`config.mk`:
```
export PLATFORM = sky130hd
export DESIGN_NAME = serial_pattern_trigger
export DESIGN_NICKNAME = d
export VERILOG_FILES = /design/src/design/spt_pkg.sv /design/src/design/spt_cell.sv /design/src/design/spt_fire.sv /design/src/design/serial_pattern_trigger.sv
export SDC_FILE = /design/constraint.sdc
export NUM_CORES = 1
export LEC_CHECK = 0
export ABC_AREA = 1
export BUFFER_PORTS_ARGS = -buffer_cell sky130_fd_sc_hd__buf_2
export CELL_PAD_IN_SITES_DETAIL_PLACEMENT = 0
export CELL_PAD_IN_SITES_GLOBAL_PLACEMENT = 1
export CORE_MARGIN = 1.5
export CORE_UTILIZATION = 44
export CTS_CLUSTER_SIZE = 8
export DETAILED_ROUTE_END_ITERATION = 8
export GPL_TIMING_DRIVEN = 0
export PLACE_DENSITY_LB_ADDON = 0.1
export SLEW_MARGIN = 10
export SYNTH_ARGS = -nofsm -noshare
export SYNTH_HDL_FRONTEND = slang
export SYNTH_SLANG_ARGS = --single-unit
```
`constraint.sdc`:
```
create_clock -name clk_i -period 4.6 [get_ports clk_i]
set_input_delay 0.92 -clock clk_i [delete_from_list [all_inputs] [get_ports clk_i]]
set_output_delay 0.92 -clock clk_i [all_outputs]
set_load 0.02 [all_outputs]
```
`src/design/spt_pkg.sv`:
```
// ----------------------------------------------------------------------------
// spt_pkg
// Shared types and constants for the serial pattern trigger.
// ----------------------------------------------------------------------------
package spt_pkg;

  localparam int unsigned MAX_PATTERN_DEF = 8;
  localparam int unsigned PAT_BYTES       = 8;
  localparam int unsigned LEN_W           = 4;
  localparam int unsigned TICK_W          = 16;
  localparam int unsigned IDX_W           = 8;

  localparam logic [TICK_W-1:0] PULSE_RESET = TICK_W'(200);

  // command codes
  localparam logic [1:0] CMD_BYTE   = 2'd0;
  localparam logic [1:0] CMD_ARM    = 2'd1;
  localparam logic [1:0] CMD_DISARM = 2'd2;
  localparam logic [1:0] CMD_TICK   = 2'd3;

  // register indexes
  localparam logic [IDX_W-1:0] REG_PATTERN = IDX_W'(0);
  localparam logic [IDX_W-1:0] REG_LENGTH  = IDX_W'(1);
  localparam logic [IDX_W-1:0] REG_OFFSET  = IDX_W'(2);
  localparam logic [IDX_W-1:0] REG_PULSE   = IDX_W'(3);

  typedef struct packed {
    logic match;
    logic tick;
  } fire_ctrl_t;

  typedef struct packed {
    logic idle;
    logic pulse_next;
  } fire_stat_t;

endpackage

```
`src/design/spt_cell.sv`:
```
// ----------------------------------------------------------------------------
// spt_cell
// One window byte: holds it, passes it on when shifting, compares the
// incoming byte against its pattern byte.
// ----------------------------------------------------------------------------
module spt_cell (
  input  logic       clk_i,
  input  logic       rst_ni,
  input  logic       shift_i,
  input  logic [7:0] byte_i,
  input  logic       en_i,
  input  logic [7:0] want_i,
  output logic [7:0] byte_o,
  output logic       hit_o
);

  logic [7:0] byte_q;

  always_ff @(posedge clk_i or negedge rst_ni) begin
    if (!rst_ni) begin
      byte_q <= 8'h00;
    end else if (shift_i) begin
      byte_q <= byte_i;
    end
  end

  // compare the value the cell takes on this shift
  assign hit_o  = !en_i || (byte_i == want_i);
  assign byte_o = byte_q;

endmodule

```
`src/design/spt_fire.sv`:
```
// ----------------------------------------------------------------------------
// spt_fire
// Firing sequencer: offset wait, then trigger pulse, both counted in ticks.
// ----------------------------------------------------------------------------
module spt_fire (
  input  logic                      clk_i,
  input  logic                      rst_ni,
  input  spt_pkg::fire_ctrl_t       ctrl_i,
  input  logic [spt_pkg::TICK_W-1:0] offset_i,
  input  logic [spt_pkg::TICK_W-1:0] pulse_i,
  output spt_pkg::fire_stat_t       stat_o
);
  import spt_pkg::*;

  localparam logic [1:0] PH_IDLE   = 2'd0;
  localparam logic [1:0] PH_OFFSET = 2'd1;
  localparam logic [1:0] PH_PULSE  = 2'd2;

  logic [1:0]        phase_q, phase_d;
  logic [TICK_W-1:0] cnt_q, cnt_d;

  always_comb begin
    phase_d = phase_q;
    cnt_d   = cnt_q;
    if (ctrl_i.match) begin
      if (offset_i == '0) begin
        phase_d = PH_PULSE;
        cnt_d   = pulse_i;
      end else begin
        phase_d = PH_OFFSET;
        cnt_d   = offset_i;
      end
    end else if (ctrl_i.tick) begin
      unique case (phase_q)
        PH_OFFSET: begin
          if (cnt_q <= TICK_W'(1)) begin
            phase_d = PH_PULSE;
            cnt_d   = pulse_i;
          end else begin
            cnt_d = cnt_q - TICK_W'(1);
          end
        end
        PH_PULSE: begin
          if (cnt_q <= TICK_W'(1)) begin
            phase_d = PH_IDLE;
            cnt_d   = '0;
          end else begin
            cnt_d = cnt_q - TICK_W'(1);
          end
        end
        default: begin
          phase_d = phase_q;
        end
      endcase
    end
  end

  always_ff @(posedge clk_i or negedge rst_ni) begin
    if (!rst_ni) begin
      phase_q <= PH_IDLE;
      cnt_q   <= '0;
    end else begin
      phase_q <= phase_d;
      cnt_q   <= cnt_d;
    end
  end

  assign stat_o.idle       = (phase_q == PH_IDLE);
  assign stat_o.pulse_next = (phase_d == PH_PULSE);

endmodule

```
`src/design/serial_pattern_trigger.sv`:
```
// ----------------------------------------------------------------------------
// serial_pattern_trigger
// Byte pattern match over a sliding window of cells, with a timed trigger.
// ----------------------------------------------------------------------------
// result: in the output register in the cycle after the input transaction
// throughput: one transaction per cycle while out_ready_i is high; the window cells compare in parallel
// and a new transaction enters in the cycle the waiting result is taken
// reset: window cleared, disarmed, firing idle, pulse_ticks 200, other config zero; result register not reset
module serial_pattern_trigger #(
  parameter int unsigned MAX_PATTERN = spt_pkg::MAX_PATTERN_DEF
) (
  input  logic                           clk_i,
  input  logic                           rst_ni,
  input  logic                           in_valid_i,
  output logic                           in_ready_o,
  input  logic [1:0]                     command_i,
  input  logic [7:0]                     data_i,
  output logic                           out_valid_o,
  input  logic                           out_ready_i,
  output logic                           armed_o,
  output logic                           matched_o,
  output logic                           trigger_level_o,
  output logic                           accepted_o,
  input  logic                           cfg_valid_i,
  output logic                           cfg_ready_o,
  input  logic [spt_pkg::IDX_W-1:0]      cfg_index_i,
  input  logic [8*spt_pkg::PAT_BYTES-1:0] cfg_data_i
);
  import spt_pkg::*;

  localparam logic [LEN_W-1:0] MAX_LEN = LEN_W'(MAX_PATTERN);

  logic [8*PAT_BYTES-1:0] pat_q;
  logic [LEN_W-1:0]       len_q;
  logic [TICK_W-1:0]      offset_q;
  logic [TICK_W-1:0]      pulse_q;

  // config registers
  assign cfg_ready_o = 1'b1;

  always_ff @(posedge clk_i or negedge rst_ni) begin
    if (!rst_ni) begin
      pat_q    <= '0;
      len_q    <= '0;
      offset_q <= '0;
      pulse_q  <= PULSE_RESET;
    end else if (cfg_valid_i) begin
      unique case (cfg_index_i)
        REG_PATTERN: pat_q    <= cfg_data_i;
        REG_LENGTH:  len_q    <= cfg_data_i[LEN_W-1:0];
        REG_OFFSET:  offset_q <= cfg_data_i[TICK_W-1:0];
        REG_PULSE:   pulse_q  <= cfg_data_i[TICK_W-1:0];
        default: begin
          pat_q <= pat_q;
        end
      endcase
    end
  end

  logic       in_acc;
  logic       armed_q, armed_d;
  logic       shift;
  logic       match;
  logic       accepted;
  logic [LEN_W-1:0] used_len;
  logic [7:0] win  [MAX_PATTERN];
  logic [MAX_PATTERN-1:0] hits;
  fire_ctrl_t fctrl;
  fire_stat_t fstat;
  logic       out_valid_q;

  assign in_ready_o = !out_valid_q || out_ready_i;
  assign in_acc     = in_valid_i && in_ready_o;
  assign shift      = in_acc && (command_i == CMD_BYTE) && armed_q;
  assign used_len   = (len_q > MAX_LEN) ? MAX_LEN : len_q;

  // window: cell MAX_PATTERN-1 takes the new byte, the rest take their neighbor
  for (genvar pos = 0; pos < MAX_PATTERN; pos++) begin : g_cell
    logic [LEN_W:0] sum;
    logic [LEN_W:0] k;
    logic           en;
    logic [7:0]     nb;

    assign sum = (LEN_W+1)'(pos) + {1'b0, used_len};
    assign en  = (sum >= (LEN_W+1)'(MAX_PATTERN));
    assign k   = sum - (LEN_W+1)'(MAX_PATTERN);

    if (pos == MAX_PATTERN - 1) begin : g_last
      assign nb = data_i;
    end else begin : g_mid
      assign nb = win[pos+1];
    end

    spt_cell u_cell (
      .clk_i   (clk_i),
      .rst_ni  (rst_ni),
      .shift_i (shift),
      .byte_i  (nb),
      .en_i    (en),
      .want_i  (pat_q[{k[2:0], 3'b000} +: 8]),
      .byte_o  (win[pos]),
      .hit_o   (hits[pos])
    );
  end

  assign match = shift && (used_len != '0) && (&hits);

  always_comb begin
    armed_d  = armed_q;
    accepted = 1'b0;
    if (in_acc) begin
      unique case (command_i)
        CMD_BYTE: begin
          if (match) begin
            armed_d = 1'b0;
          end
        end
        CMD_ARM: begin
          if (len_q != '0 && fstat.idle) begin
            armed_d  = 1'b1;
            accepted = 1'b1;
          end
        end
        CMD_DISARM: begin
          armed_d = 1'b0;
        end
        CMD_TICK: begin
          armed_d = armed_q;
        end
        default: begin
          armed_d = armed_q;
        end
      endcase
    end
  end

  assign fctrl.match = match;
  assign fctrl.tick  = in_acc && (command_i == CMD_TICK);

  spt_fire u_fire (
    .clk_i    (clk_i),
    .rst_ni   (rst_ni),
    .ctrl_i   (fctrl),
    .offset_i (offset_q),
    .pulse_i  (pulse_q),
    .stat_o   (fstat)
  );

  always_ff @(posedge clk_i or negedge rst_ni) begin
    if (!rst_ni) begin
      armed_q     <= 1'b0;
      out_valid_q <= 1'b0;
    end else begin
      armed_q <= armed_d;
      if (in_acc) begin
        out_valid_q <= 1'b1;
      end else if (out_ready_i) begin
        out_valid_q <= 1'b0;
      end
    end
  end

  // result register
  always_ff @(posedge clk_i) begin
    if (in_acc) begin
      armed_o         <= armed_d;
      matched_o       <= match;
      trigger_level_o <= fstat.pulse_next;
      accepted_o      <= accepted;
    end
  end

  assign out_valid_o = out_valid_q;

`ifndef SYNTHESIS
  // watching the traffic and firing never overlap
  a_armed_idle: assert property (@(posedge clk_i) disable iff (!rst_ni)
    armed_q |-> fstat.idle)
    else $error("armed while firing in progress");

  a_match_disarms: assert property (@(posedge clk_i) disable iff (!rst_ni)
    (out_valid_o && matched_o) |-> !armed_o)
    else $error("match result still armed");

  a_accept_armed: assert property (@(posedge clk_i) disable iff (!rst_ni)
    (out_valid_o && accepted_o) |-> armed_o)
    else $error("accepted arm without armed flag");

  a_match_fires: assert property (@(posedge clk_i) disable iff (!rst_ni)
    match |=> !fstat.idle)
    else $error("match did not start firing");
`endif

endmodule
```
==> summary.md <==
The flow ran to the end, and the final reports show no timing, DRC or antenna violations. Summing all flip-flop and latch instances after layout gives 0.00453 mm2. The quantity of I/O buffers inserted on ports came out at 92.

The synthesized design contains 4 enable-type register cells. The run gives 25.0 ps as the clock skew. The tools report the wire length of the first global-routing pass as 71.7 mm. Post-CTS clock slew at the launch and capture registers of the worst setup and hold paths: 80 ps. After synthesis, the mean cell area works out to 6.45 um2. Cells with a size suffix above 1 make up 10.6% of the layout. 94 I/O pins were placed. The y dimension of the die is 169 um, and the relative max-transition margin is 35.8%. Of all nets on the critical path, the largest fanout is 12. Depth of the CTS H-tree: 4.

By startpoint and endpoint, the worst setup path is classified as register to register. Clock tree synthesis selected as its root buffer the cell sky130_fd_sc_hd__clkbuf_16. Counting distinct cell types in the post-synthesis netlist gives 45. The signed area change from the synthesized netlist to the final layout was 12.8%. Leaving out fill and tap cells, the most frequent cells in the layout are 719 x sky130_fd_sc_hd__nand2_1, 289 x sky130_fd_sc_hd__nand3_1, 207 x sky130_fd_sc_hd__inv_1, 173 x sky130_fd_sc_hd__dfrtp_1, 143 x sky130_fd_sc_hd__o21ai_0. In this run the static leakage power is 7.29 nW.

The tools report the HPWL reported at the end of detailed placement as 37.8 mm. The first detailed-routing pass took 6 iterations. The post-synthesis net count was 1971. In the final layout, the multi-input gates occupy 0.00625 mm2. The share of the cycle needed by the critical path after routing came out at 95.4%.

In this run the worst hold path is classified as input port to asynchronous set/reset pin. STA puts the critical path data arrival time at 4720 ps. The setup violation total in the final timing report came out at 0.

The leading register cell type out of synthesis was sky130_fd_sc_hd__dfrtp_1. Via count of the first global-routing pass: 11608. The global placement routability congestion came out at 0.979. After layout, the worst setup slack is 212 ps. The detailed router finished its first iteration with 1535 violations. STA classifies the critical path startpoint as a register.

The logs give 60 for the number of rows in the core area and 318 ps for the worst-case setup slack after placement. Setup repair after global routing left no endpoint under its margin. Counting along the longest clock path gives a buffer depth of 2.

The number of violations of the max-capacitance limit was 0; the transition time at the pin with the least slew margin was 953 ps. The die covers 0.0285 mm2. Once the floorplan was initialized, standard cells occupied 44.9% of the core. The logs give 2814 for the number of filler instances in the final layout and 97 for the largest net degree at the start of global routing.

The die is 169 um wide. TritonCTS created 17 clock buffers. For this run, the top clock speed supported by timing is 228 MHz. The most frequent standard cell in the layout excluding fill and tap cells is sky130_fd_sc_hd__nand2_1. In the global route stage, overall resource usage came out at 34.0%. In this run the remaining antenna-violating nets after routing total 0. The number of buffers inserted by hold repair at cts came out at 0. For the insertion delay of the later-clocked pin in the worst-skew pair, the log shows 460 ps. The synthesis-stage register bit count was 180.

Of all flip-flops after synthesis, the portion carrying an async set or reset was 97.8%. The total power divided by cell area is 392 mW/mm2. The sequential cell area fraction in the yosys report was 37.4%; the synthesized instance count was 1875.

The minimum clock period after layout works out to 4390 ps. For this run, design rule violations remaining after detail routing come to 0. The run gives 242 uV as the peak supply drop. The logs give 46.9 mm for the wire length after detailed routing and 0 for the warning count from the yosys run. The tree built by TritonCTS fans out to 180 sinks.

TritonCTS built the clock tree. The max-slew violation count is 0, and the aggregate global routing overflow is 0. Final hold violation count: 0. The worst setup path is captured at a register. The run gives 0.0270 mm2 as the area of the core. The initial antenna violation count came out at 0. The final route contains 12777 vias. Data on the critical path is required at its endpoint by 4930 ps. The synthesized netlist occupies a cell area of 0.0121 mm2. Summed over all failing endpoints, the final setup total negative slack is 0 ps. Dividing the detail-routed via count by the number of cells gives 5.45. The net count of the finished layout is 2086. In the final routed layout, each cell accounts on average for 20.0 um. The number of antenna diodes in the final layout is 0.
[cell type report]
class                           count  share of cell area [%]
Buffer                             87                    3.69
Clock buffer                       18                    3.15
Clock inverter                     14                    1.20
Inverter                          215                    6.00
Multi-Input combinational cell   1393                    45.8
Sequential cell                   180                    33.2
Tap cell                          341                    3.13
Timing Repair Buffer               96                    3.82
[Yosys cell counts (2+ instances only)]
master / count / area, um2
sky130_fd_sc_hd__nand2_4: 2 / 22.5
sky130_fd_sc_hd__ha_1: 9 / 113
sky130_fd_sc_hd__nor2_2: 3 / 18.8
sky130_fd_sc_hd__mux2_2: 12 / 135
sky130_fd_sc_hd__nand2_2: 8 / 50.1
sky130_fd_sc_hd__nand2_1: 719 / 2700
sky130_fd_sc_hd__dfrtp_1: 173 / 4330
sky130_fd_sc_hd__o22ai_1: 3 / 18.8
sky130_fd_sc_hd__nand3b_1: 3 / 22.5
sky130_fd_sc_hd__buf_2: 21 / 105
sky130_fd_sc_hd__nand4_1: 9 / 56.3
sky130_fd_sc_hd__a21oi_1: 42 / 210
sky130_fd_sc_hd__inv_2: 5 / 18.8
sky130_fd_sc_hd__o21ai_0: 143 / 716
sky130_fd_sc_hd__nor2_1: 76 / 285
sky130_fd_sc_hd__inv_1: 207 / 777
sky130_fd_sc_hd__dfstp_2: 3 / 78.8
sky130_fd_sc_hd__xnor2_1: 7 / 61.3
sky130_fd_sc_hd__nor4_1: 3 / 18.8
sky130_fd_sc_hd__o21ai_1: 39 / 195
sky130_fd_sc_hd__edfxtp_1: 4 / 120
sky130_fd_sc_hd__nor3_1: 7 / 35.0
sky130_fd_sc_hd__buf_4: 10 / 75.1
sky130_fd_sc_hd__xor2_1: 2 / 17.5
sky130_fd_sc_hd__buf_6: 15 / 169
sky130_fd_sc_hd__o211ai_1: 4 / 30.0
sky130_fd_sc_hd__nand3_1: 289 / 1450
sky130_fd_sc_hd__clkbuf_1: 40 / 150
[sequential cells by signal, summed over array words and instances (netlist names), 2 cells and up]
register / flops
u_fire.cnt_q: 16
pulse_q: 16
offset_q: 16
len_q: 4
g_cell.u_cell.byte_o: 56
pat_q: 64
u_fire.phase_q: 2
[worst max-delay path, cell delays in order (launching register included)]
cell and delay [ps]:
sky130_fd_sc_hd__dfrtp_1 360, sky130_fd_sc_hd__buf_4 180, sky130_fd_sc_hd__nor2_2 150, sky130_fd_sc_hd__nand2_1 70, sky130_fd_sc_hd__nand2_1 100, sky130_fd_sc_hd__nand2_2 90, sky130_fd_sc_hd__buf_6 160, sky130_fd_sc_hd__buf_4 200
sky130_fd_sc_hd__ha_1 280, sky130_fd_sc_hd__buf_2 270, sky130_fd_sc_hd__buf_1 480, sky130_fd_sc_hd__nand3_1 210, sky130_fd_sc_hd__nand3_1 250, sky130_fd_sc_hd__nand3_1 100, sky130_fd_sc_hd__nand2_1 130, sky130_fd_sc_hd__nand2_1 70
sky130_fd_sc_hd__nor2_1 160, sky130_fd_sc_hd__nand2_1 90, sky130_fd_sc_hd__a21oi_1 120, sky130_fd_sc_hd__nand2_1 60, sky130_fd_sc_hd__nor2_1 120, sky130_fd_sc_hd__nand2_2 130, sky130_fd_sc_hd__buf_6 170, sky130_fd_sc_hd__o21ai_1 220
sky130_fd_sc_hd__nand2_1 80
[layer usage]
metal | vias up | wire length [um] | GRT usage [%]
met5 | - | 0 | 0
met4 | 0 | 1050 | 9.20
met3 | 52 | 3780 | 5.45
met2 | 550 | 19200 | 48.7
met1 | 5957 | 22900 | 52.6
li1 | 6218 | - | -
[path summary, 6_finish.rpt]
path / depth (start not counted) / start / slack [ps] / to
worst max-delay path: 24 / len_q[0] / 210 / u_fire.cnt_q[11]
worst min register to register: 2 / pulse_q[2] / 490 / pulse_q[2]
min in group clk_i: 2 / pulse_q[2] / 490 / pulse_q[2]
worst max register to register: 24 / len_q[0] / 210 / u_fire.cnt_q[11]
worst min-delay path: 1 / rst_ni / 420 / u_fire.cnt_q[10]
max in group asynchronous: 2 / rst_ni / 3270 / pat_q[37]
[where the power goes]
| part | switching (mW) | total [mW] | internal [mW] |
|---|---|---|---|
| clock | 0.792 | 1.53 | 0.737 |
| combinational | 1.17 | 1.76 | 0.588 |
| sequential | 0.240 | 2.07 | 1.83 |
| total | 2.20 | 5.35 | 3.15 |
[cells by family after synthesis]
kind of cell,count (synthesis),synth area share [%]
buf+inv,302,10.9
fa+ha+maj,9,0.931
simple gates,1123,38.7
compound gates,238,10.1
other cells,1,0.0310
flops,180,37.4
mux,13,1.20
xor+xnor,9,0.652
[stage by stage]
stage               cells  hold slack [ps]  instance area (um2)  power, mW  util, %
floorplan            1875              453                12100       3.19        -
finish               2344              423                13600       5.35     50.6
CTS                  2341              487                13600       5.32     50.5
global route         2344              504                13600       5.66     50.6
global placement     2308              469                13000       3.78     48.2
detailed placement   2309              478                13000       3.80     48.3
[repair_timing]
action / CTS / global route
endpoints found under the hold margin: 0 / 0
setup endpoints to repair: 0 / 11
buffers inserted: 0 / 3
resized for setup: 0 / 1
Note: power is estimated with default switching activity, not from simulation.
